**config.mk**
```make
export PLATFORM = sky130hd
export DESIGN_NAME = rgb_to_hsp_pixel_converter_unit
export DESIGN_NICKNAME = d
export VERILOG_FILES = /design/src/sv/rgbhsp_pkg.sv /design/src/sv/rgb_to_hsp_pixel_converter_unit.sv /design/src/sv/rgbhsp_front.sv /design/src/sv/rgbhsp_cell.sv
export SDC_FILE = /design/constraint.sdc
export NUM_CORES = 2
export LEC_CHECK = 0
export BUFFER_PORTS_ARGS = -buffer_cell sky130_fd_sc_hd__buf_2
export CORE_MARGIN = 1.5
export CORE_UTILIZATION = 40
export CTS_CLUSTER_DIAMETER = 30
export CTS_CLUSTER_SIZE = 16
export DETAILED_ROUTE_END_ITERATION = 7
export GPL_TIMING_DRIVEN = 0
export SKIP_LAST_GASP = 1
export SLEW_MARGIN = 20
export SYNTH_ARGS = -nofsm -noshare
export SYNTH_HDL_FRONTEND = slang
export SYNTH_HIERARCHICAL = 1
export SYNTH_SLANG_ARGS = --single-unit
```
**constraint.sdc**
```tcl
create_clock -name i_clk -period 18.77 [get_ports i_clk]
set_clock_uncertainty 0.1 [all_clocks]
set_input_delay 0.9385 -clock i_clk [delete_from_list [all_inputs] [get_ports i_clk]]
set_output_delay 0.9385 -clock i_clk [all_outputs]
set_load 0.03 [all_outputs]
```
**src/sv/rgbhsp_pkg.sv**
```systemverilog
`timescale 1ns / 1ps
// ----------------------------------------------------------------------------
// rgbhsp_pkg
// Shared types and widths for the RGBA to HSP pixel converter.
// ----------------------------------------------------------------------------
package rgbhsp_pkg;

    localparam int HN_W = 20;   // hue dividend, 510*num + 6*d
    localparam int HD_W = 12;   // hue divisor, 12*d
    localparam int SN_W = 17;   // saturation dividend, 510*d + max
    localparam int SD_W = 9;    // saturation divisor, 2*max
    localparam int Q_W  = 28;   // 4 * weighted sum of squares
    localparam int NUM_CELLS = 8;

    typedef struct packed {
        logic [7:0] red_in;
        logic [7:0] green_in;
        logic [7:0] blue_in;
        logic [7:0] alpha_in;
    } t_pix_in;

    typedef struct packed {
        logic [7:0] hue_out;
        logic [7:0] saturation_out;
        logic [7:0] brightness_out;
        logic [7:0] alpha_out;
    } t_pix_out;

    // after the first front stage: squares and hue sector terms
    typedef struct packed {
        logic [15:0] sq_r;
        logic [15:0] sq_g;
        logic [15:0] sq_b;
        logic [7:0]  mx;
        logic [7:0]  d;
        logic [10:0] num;
        logic        grey;
        logic [7:0]  alpha;
    } t_stage_a;

    // word that travels down the cell chain
    typedef struct packed {
        logic [HN_W-1:0] hn;
        logic [HD_W-1:0] hd;
        logic [SN_W-1:0] sn;
        logic [SD_W-1:0] sd;
        logic [Q_W-1:0]  q4;
        logic [7:0]      hq;
        logic [7:0]      sq;
        logic [7:0]      p;
        logic [7:0]      alpha;
    } t_work;

endpackage

```
**src/sv/rgb_to_hsp_pixel_converter_unit.sv**
```systemverilog
`timescale 1ns / 1ps
// ----------------------------------------------------------------------------
// rgb_to_hsp_pixel_converter_unit
// RGBA pixel in, hue / saturation / perceived brightness / alpha out.
//
//   channel  signals                    role
//   input    i_valid, o_stall, i_pix    RGBA pixel transaction
//   output   o_valid, i_stall, o_pix    HSP pixel transaction
//
// One pixel per cycle while the output is not stalled: two front stages,
// then eight cells that each settle one bit of hue, saturation and brightness.
// Every stage holds its own valid, so a stalled output only backs up
// through full stages; bubbles are squeezed out.
// Reset clears all valid bits; payload registers are not reset.
// ----------------------------------------------------------------------------
module rgb_to_hsp_pixel_converter_unit
    import rgbhsp_pkg::*;
(
    input  logic     i_clk,
    input  logic     i_rst_n,
    input  logic     i_valid,
    output logic     o_stall,
    input  t_pix_in  i_pix,
    output logic     o_valid,
    input  logic     i_stall,
    output t_pix_out o_pix
);

    logic  vld [NUM_CELLS+1];
    logic  rdy [NUM_CELLS+1];
    t_work wrk [NUM_CELLS+1];
    logic  front_ready;

    rgbhsp_front u_front (
        .i_clk   (i_clk),
        .i_rst_n (i_rst_n),
        .i_valid (i_valid),
        .i_pix   (i_pix),
        .o_ready (front_ready),
        .o_valid (vld[0]),
        .o_work  (wrk[0]),
        .i_ready (rdy[0])
    );

    for (genvar k = 0; k < NUM_CELLS; k++) begin : g_cell
        rgbhsp_cell #(.BIT(NUM_CELLS - 1 - k)) u_cell (
            .i_clk   (i_clk),
            .i_rst_n (i_rst_n),
            .i_valid (vld[k]),
            .i_work  (wrk[k]),
            .o_ready (rdy[k]),
            .o_valid (vld[k+1]),
            .o_work  (wrk[k+1]),
            .i_ready (rdy[k+1])
        );
    end

    assign rdy[NUM_CELLS] = !i_stall;
    assign o_stall = !front_ready;
    assign o_valid = vld[NUM_CELLS];
    assign o_pix.hue_out        = wrk[NUM_CELLS].hq;
    assign o_pix.saturation_out = wrk[NUM_CELLS].sq;
    assign o_pix.brightness_out = wrk[NUM_CELLS].p;
    assign o_pix.alpha_out      = wrk[NUM_CELLS].alpha;

    a_stall_only_when_full: assert property (@(posedge i_clk) disable iff (!i_rst_n)
        o_stall |-> (o_valid && i_stall))
        else $error("input stalled while output side is free");

    a_grey_hue_zero: assert property (@(posedge i_clk) disable iff (!i_rst_n)
        (o_valid && o_pix.saturation_out == 8'd0) |-> (o_pix.hue_out == 8'd0))
        else $error("zero saturation with nonzero hue");

    a_reset_clears: assert property (@(posedge i_clk)
        !i_rst_n |=> !o_valid)
        else $error("output valid right after reset");

endmodule

```
**src/sv/rgbhsp_front.sv**
```systemverilog
`timescale 1ns / 1ps
// ----------------------------------------------------------------------------
// rgbhsp_front
// Two registered stages: channel order, squares, then the dividends,
// divisors and scaled brightness sum that feed the cell chain.
// ----------------------------------------------------------------------------
module rgbhsp_front
    import rgbhsp_pkg::*;
(
    input  logic     i_clk,
    input  logic     i_rst_n,
    input  logic     i_valid,
    input  t_pix_in  i_pix,
    output logic     o_ready,
    output logic     o_valid,
    output t_work    o_work,
    input  logic     i_ready
);

    logic     r_valid_a, r_valid_b;
    t_stage_a r_a, n_a;
    t_work    r_b, n_b;
    logic     ready_a, ready_b;

    assign ready_b = !r_valid_b || i_ready;
    assign ready_a = !r_valid_a || ready_b;
    assign o_ready = ready_a;
    assign o_valid = r_valid_b;
    assign o_work  = r_b;

    always_comb begin
        logic [7:0] r, g, b;
        r = i_pix.red_in;
        g = i_pix.green_in;
        b = i_pix.blue_in;
        n_a = '0;
        n_a.sq_r  = r * r;
        n_a.sq_g  = g * g;
        n_a.sq_b  = b * b;
        n_a.alpha = i_pix.alpha_in;
        n_a.grey  = (r == g) && (r == b);
        // ties go to red, then green
        if (r >= g && r >= b) begin
            n_a.mx = r;
            if (b >= g) begin
                n_a.d   = r - g;
                n_a.num = 11'(6 * n_a.d) - 11'(b - g);
            end else begin
                n_a.d   = r - b;
                n_a.num = 11'(g - b);
            end
        end else if (g >= b) begin
            n_a.mx = g;
            if (r >= b) begin
                n_a.d   = g - b;
                n_a.num = 11'(2 * n_a.d) - 11'(r - b);
            end else begin
                n_a.d   = g - r;
                n_a.num = 11'(2 * n_a.d) + 11'(b - r);
            end
        end else begin
            n_a.mx = b;
            if (g >= r) begin
                n_a.d   = b - r;
                n_a.num = 11'(4 * n_a.d) - 11'(g - r);
            end else begin
                n_a.d   = b - g;
                n_a.num = 11'(4 * n_a.d) + 11'(r - g);
            end
        end
    end

    always_comb begin
        n_b = '0;
        n_b.alpha = r_a.alpha;
        n_b.q4 = Q_W'((Q_W'(299) * r_a.sq_r + Q_W'(587) * r_a.sq_g
                      + Q_W'(114) * r_a.sq_b) << 2);
        if (r_a.grey) begin
            n_b.hd = HD_W'(1);
            n_b.sd = SD_W'(1);
        end else begin
            n_b.hn = HN_W'(HN_W'(510) * r_a.num + HN_W'(6) * r_a.d);
            n_b.hd = HD_W'(HD_W'(12) * r_a.d);
            n_b.sn = SN_W'(SN_W'(510) * r_a.d + SN_W'(r_a.mx));
            n_b.sd = SD_W'({r_a.mx, 1'b0});
        end
    end

    always_ff @(posedge i_clk) begin
        if (!i_rst_n) begin
            r_valid_a <= 1'b0;
            r_valid_b <= 1'b0;
        end else begin
            if (ready_a) r_valid_a <= i_valid;
            if (ready_b) r_valid_b <= r_valid_a;
        end
    end

    always_ff @(posedge i_clk) begin
        if (ready_a && i_valid)   r_a <= n_a;
        if (ready_b && r_valid_a) r_b <= n_b;
    end

endmodule

```
**src/sv/rgbhsp_cell.sv**
```systemverilog
`timescale 1ns / 1ps
// ----------------------------------------------------------------------------
// rgbhsp_cell
// One bit of every result: a restoring divide step for hue and saturation
// and a greedy square-root step for brightness.
// ----------------------------------------------------------------------------
module rgbhsp_cell
    import rgbhsp_pkg::*;
#(
    parameter int BIT = 7
)(
    input  logic  i_clk,
    input  logic  i_rst_n,
    input  logic  i_valid,
    input  t_work i_work,
    output logic  o_ready,
    output logic  o_valid,
    output t_work o_work,
    input  logic  i_ready
);

    logic  r_valid;
    t_work r_work, n_work;

    assign o_ready = !r_valid || i_ready;
    assign o_valid = r_valid;
    assign o_work  = r_work;

    always_comb begin
        logic [HN_W-1:0] hsh;
        logic [SN_W-1:0] ssh;
        logic [7:0]      cand;
        logic [8:0]      t;
        logic [17:0]     s;
        logic [Q_W-1:0]  m;
        n_work = i_work;
        hsh = HN_W'(i_work.hd) << BIT;
        ssh = SN_W'(i_work.sd) << BIT;
        if (i_work.hn >= hsh) begin
            n_work.hn      = i_work.hn - hsh;
            n_work.hq[BIT] = 1'b1;
        end
        if (i_work.sn >= ssh) begin
            n_work.sn      = i_work.sn - ssh;
            n_work.sq[BIT] = 1'b1;
        end
        // accept the bit if 1000*(2p-1)^2 stays within q4
        cand = i_work.p | (8'(1) << BIT);
        t    = {cand, 1'b0} - 9'd1;
        s    = t * t;
        m    = (Q_W'(s) << 10) - (Q_W'(s) << 4) - (Q_W'(s) << 3);
        if (m <= i_work.q4) n_work.p = cand;
    end

    always_ff @(posedge i_clk) begin
        if (!i_rst_n) begin
            r_valid <= 1'b0;
        end else if (o_ready) begin
            r_valid <= i_valid;
        end
    end

    always_ff @(posedge i_clk) begin
        if (o_ready && i_valid) r_work <= n_work;
    end

endmodule

```
## Yosys cells after proc, flatten, opt, wreduce, memory -nomap -nowiden

Index checks and enable logic that the tools add are counted.

- Register bits: 974
- Bits of input ports: 36
- Output and inout bits: 34

- Add/sub/neg operators: 56
- $mul: 18
- $lt $le $gt $ge: 29
- Equal/unequal tests: 2
- Multiplexer cells: 21
- Reductions and logical operators: 34

Operators with widths:

| operator | count |
|---|---|
| less-or-equal comparator 28 bit | 7 |
| subtractor 28 x 21 -> 28 bit | 7 |
| subtractor 28 x 22 -> 28 bit | 7 |
| 2-to-1 mux 20 bit | 7 |
| multiplier 9 x 9 -> 18 bit | 7 |
| 2-to-1 mux 17 bit | 7 |
| subtractor 9 x 1 -> 9 bit (second input constant) | 7 |
| 2-to-1 mux 19 bit | 3 |
| 2-to-1 mux 27 bit | 2 |
| subtractor 8 x 8 -> 9 bit | 6 |
| multiplier 8 x 8 -> 16 bit | 3 |
| subtractor 8 bit | 6 |
| >= comparator 8 bit | 5 |
| multiplier 2 x 8 -> 10 bit (first input constant) | 3 |
| less-or-equal comparator 26 x 28 -> 1 bit (first input constant) | 1 |
| adder 25 x 26 -> 26 bit | 1 |
| adder 26 x 23 -> 26 bit | 1 |
| multiplier 10 x 16 -> 26 bit (first input constant) | 1 |
| multiplier 9 x 16 -> 25 bit (first input constant) | 1 |
| multiplier 6 x 16 -> 22 bit (first input constant) | 1 |
| adder 20 x 11 -> 20 bit | 1 |
| >= comparator 20 x 12 -> 1 bit | 1 |
| >= comparator 20 x 13 -> 1 bit | 1 |
| >= comparator 20 x 14 -> 1 bit | 1 |
| 40 further kinds | 73 |

## Depth between registers and ports, before layout

- Depth in word-level cells: 12
- Gate-level depth with buffers: 40
- Mapped depth without buffers: 40

## Hierarchy

The synthesis kept the hierarchy.

Modules (own cells, without submodules):

| module | instances | cells each | area each (um^2) | seq. area each (um^2) |
|---|---|---|---|---|
| rgbhsp_front | 1 | 2769 | 27178.6 | 5114.9 |
| rgbhsp_cell at g_cell[5].u_cell | 1 | 857 | 9136.3 | 3563.4 |
| rgbhsp_cell at g_cell[4].u_cell | 1 | 831 | 8947.3 | 3563.4 |
| rgbhsp_cell at g_cell[0].u_cell | 1 | 818 | 8894.8 | 3563.4 |
| rgbhsp_cell at g_cell[3].u_cell | 1 | 835 | 8884.8 | 3563.4 |
| rgbhsp_cell at g_cell[2].u_cell | 1 | 820 | 8881.0 | 3563.4 |
| rgbhsp_cell at g_cell[1].u_cell | 1 | 812 | 8812.2 | 3563.4 |
| rgbhsp_cell at g_cell[7].u_cell | 1 | 820 | 8799.7 | 3563.4 |
| rgbhsp_cell at g_cell[6].u_cell | 1 | 819 | 8795.9 | 3563.4 |
| rgb_to_hsp_pixel_converter_unit | 1 | 2 | 7.5 | 0.0 |

## Worst setup path after synthesis

OpenSTA, ideal clock, no wires.

- Path kind: flip-flop to flip-flop
- Start point: register g_cell[1].u_cell.r_work (netlist bit g_cell[1].u_cell/o_work[8])
- End point: register g_cell[2].u_cell.r_work (netlist bit g_cell[2].u_cell/o_work[13]) (data pin)
- Setup time: 254 ps
- Arrival: 8465 ps
- Data required time: 18416 ps
- Slack: 9951 ps
- Stages on the path, launching flop included: 35
- Buffers on the path: 0
- Clock period less this slack: 8819 ps
- Path through: edfxtp_1 -> inv_1 -> ha_1 -> nor3b_1 -> xor2_1 -> nand2_1 -> fa_1 -> fa_1 -> fa_1 -> fa_1 -> inv_1 -> ha_1 -> a21oi_1 -> nand2_1 -> a21o_1 -> or2_4 -> a311oi_2 -> xnor2_1 -> xor2_1 -> ha_1 -> ha_1 -> a21o_1 -> a21o_1 -> a21oi_1 -> nor2_1 -> a211oi_1 -> nand2_1 -> nor4_2 -> xnor2_1 -> ha_1 -> nand2_1 -> nor3_1 -> nor4b_1 -> nand2_1 -> a21o_1

- Longest elaborated chain between the ends: 5

RTL lines:

| what | line | RTL |
|---|---|---|
| start, declared | rgbhsp_cell.sv:23 | `t_work r_work, n_work;` |
| start signal, assigned | rgbhsp_cell.sv:64 | `if (o_ready && i_valid) r_work <= n_work;` |
| subtractor 9 x 1 -> 9 bit (*) | rgbhsp_cell.sv:49 | `t = {cand, 1'b0} - 9'd1;` |
| multiplier 9 x 9 -> 18 bit (*) | rgbhsp_cell.sv:50 | `s = t * t;` |
| subtractor 28 x 22 -> 28 bit | rgbhsp_cell.sv:51 | `m = (Q_W'(s) << 10) - (Q_W'(s) << 4) - (Q_W'(s) << 3);` |
| subtractor 28 x 21 -> 28 bit (*) | rgbhsp_cell.sv:51 |  |
| less-or-equal comparator 28 bit (*) | rgbhsp_cell.sv:52 | `if (m <= i_work.q4) n_work.p = cand;` |
| end signal, assigned | rgbhsp_cell.sv:64 |  |
| end, declared | rgbhsp_cell.sv:23 |  |

Mark *: on every way between the ends. The rest lies on a longest branch, timed or not.
A chain may end at the register's enable or synchronous reset.

## Final worst setup path

Same ends and word-level chain as after synthesis.

==> impl_results.md <==
* Status: complete, no violations
* Hold WC Path Type: primary input to register
* Number of global-route vias before repair at 67,035
* Max Fclk at 0.0972 GHz
* I/O Buffers at 69
* Clock-pin slew on the worst setup and hold paths at 0.05 ns
* Die Area at 0.240 sq mm
* # resized after CTS at 0
* Endpoints failing hold at 0
* Core Area at 0.235 sq mm
* Worst relative slew slack at 28.5%
* Initial Utilization at 40.3%
* H-tree Lvls at 4
* Detail Route Antenna Nets at 0
* Worst Path Required at 19.21 ns
* Root Driver: clkbuf_16
* Avg Synthesized Cell Area at 10.4 sq um
* Top Family by Delay on Critical Path: adder cells
* Final min period at 10.28 ns
* Post-route DRC at 0
* Crit path max fanout at 7
* Max Slew Vio Count at 0
* DRT Pass-1 Iters at 7
* Drt wl/cell at 16.2 um
* Die Y at 490 um
* Slowest cell delay on critical path at 0.65 ns
* Vias after detailed routing at 64,911
* HPWL after DPL at 171,000 um
* Fillers at 21,695
* Unrepaired setup endpoints after global routing: false
* I/O Pins at 70
* Maxcap violations at 0
* Antenna violations before repair at 6
* CP Launch Type: register
* Cell area after synthesis at 0.0948 sq mm
* Critical Path AT at 10.73 ns
* Total CTS buffers at 213
* Area growth from synthesis to layout at 13.4%
* Share of post-route cells with drive strength above 1 at 7.37%
* Clock tree from TritonCTS: yes
* Synth warnings at 6
* Most frequent cells in the layout: inv_1 (1,612), ha_1 (1,331), edfxtp_1 (1,027)
* Clk Latency, worst-skew pair at 0.85 ns
* DR iter-0 viols at 3,338
* Maximum buffer depth of the clock tree at 3
* # hold bufs at CTS at 0
* GRT overflow at 0
* Period Utilization, post-route at 54.8%
* Commonest non-fill, non-tap cell in the layout: inv_1
* All-Layer GR Usage at 17.4%
* TNS Setup at 0 ns
* WS Path Type: register to register
* Critical path's slowest cell: xor2_1
* Cell Rows at 178
* Layout Nets at 11,480
* Clk sinks at 1,037
* Setup violators final at 0
* First-pass GRT wire length at 340,000 um
* Postcts setup bufs at 0
* Largest net degree at the start of global routing at 59
* Final GP Congestion at 0.907
* Buf/Inv on CP at 2
* Least-Margin Pin Slew at 1.06 ns
* Die W at 490 um
* Cells after Synth at 9,148
* Final WL at 208,000 um
* Post-DR vias/cell at 5.06
* Critical Path Sink Type: register
[area by class of cell]
class	instances	area, sq um	share of cell area (%)
Multi-Input combinational cell	6401	57200	53.2
Sequential cell	1037	31000	28.9
Inverter	1621	6080	5.66
Clock buffer	230	5430	5.05
Tap cell	3150	3940	3.67
Clock inverter	174	2300	2.14
Timing Repair Buffer	89	823	0.766
Buffer	130	658	0.612
Antenna cell	1	2.50	0.00233
[metal layers]
metal / global-route usage, % / vias up / share of wire [%] / wire, um
met5: 0 / - / 0.013 / 26
met4: 5.59 / 4 / 2.9 / 5950
met3: 2.23 / 346 / 3.8 / 7810
met2: 29.8 / 1198 / 48 / 98900
met1: 22.8 / 31296 / 46 / 95000
li1: - / 32067 / - / -
[metrics by stage]
stage / setup slack (ns) / instance area, sq um / hold WS, ns / std cells / util, %
floorplan: 9.95 / 94900 / 0.300 / 9189 / -
global placement: 8.40 / 99200 / 0.301 / 12408 / 42.2
detailed placement: 8.44 / 99700 / 0.305 / 12427 / 42.4
CTS: 8.42 / 107000 / 0.0911 / 12831 / 45.6
global route: 7.77 / 107000 / 0.105 / 12833 / 45.7
finish: 8.49 / 107000 / 0.166 / 12833 / 45.7
[worst paths after layout]
kind,start,to,slack (ns),cells past startpoint
worst max-delay path,g_cell[1].u_cell/o_work[8]$_DFFE_PP_,g_cell[2].u_cell/o_work[13]$_SDFFCE_PP1P_,8.49,34
worst min-delay path,i_pix[6],u_front/n_b[6]$_DFFE_PP_,0.17,1
worst max register to register,g_cell[1].u_cell/o_work[8]$_DFFE_PP_,g_cell[2].u_cell/o_work[13]$_SDFFCE_PP1P_,8.49,34
worst min register to register,u_front/o_work[96]$_SDFFCE_PP0P_,g_cell[0].u_cell/o_work[96]$_DFFE_PP_,0.28,0
[flip-flops by register name, indices dropped and copies added (netlist names)]
| name | count |
|---|---|
| g_cell.u_cell/o_valid | 8 |
| g_cell.u_cell/o_work | 858 |
| u_front/n_b | 8 |
| u_front/o_valid | 1 |
| u_front/o_work | 88 |
| u_front/r_a | 73 |
| u_front/r_valid_a | 1 |
Power is not shown: default switching activity piles up to over one toggle a cycle in this logic, so the estimate is an artifact.
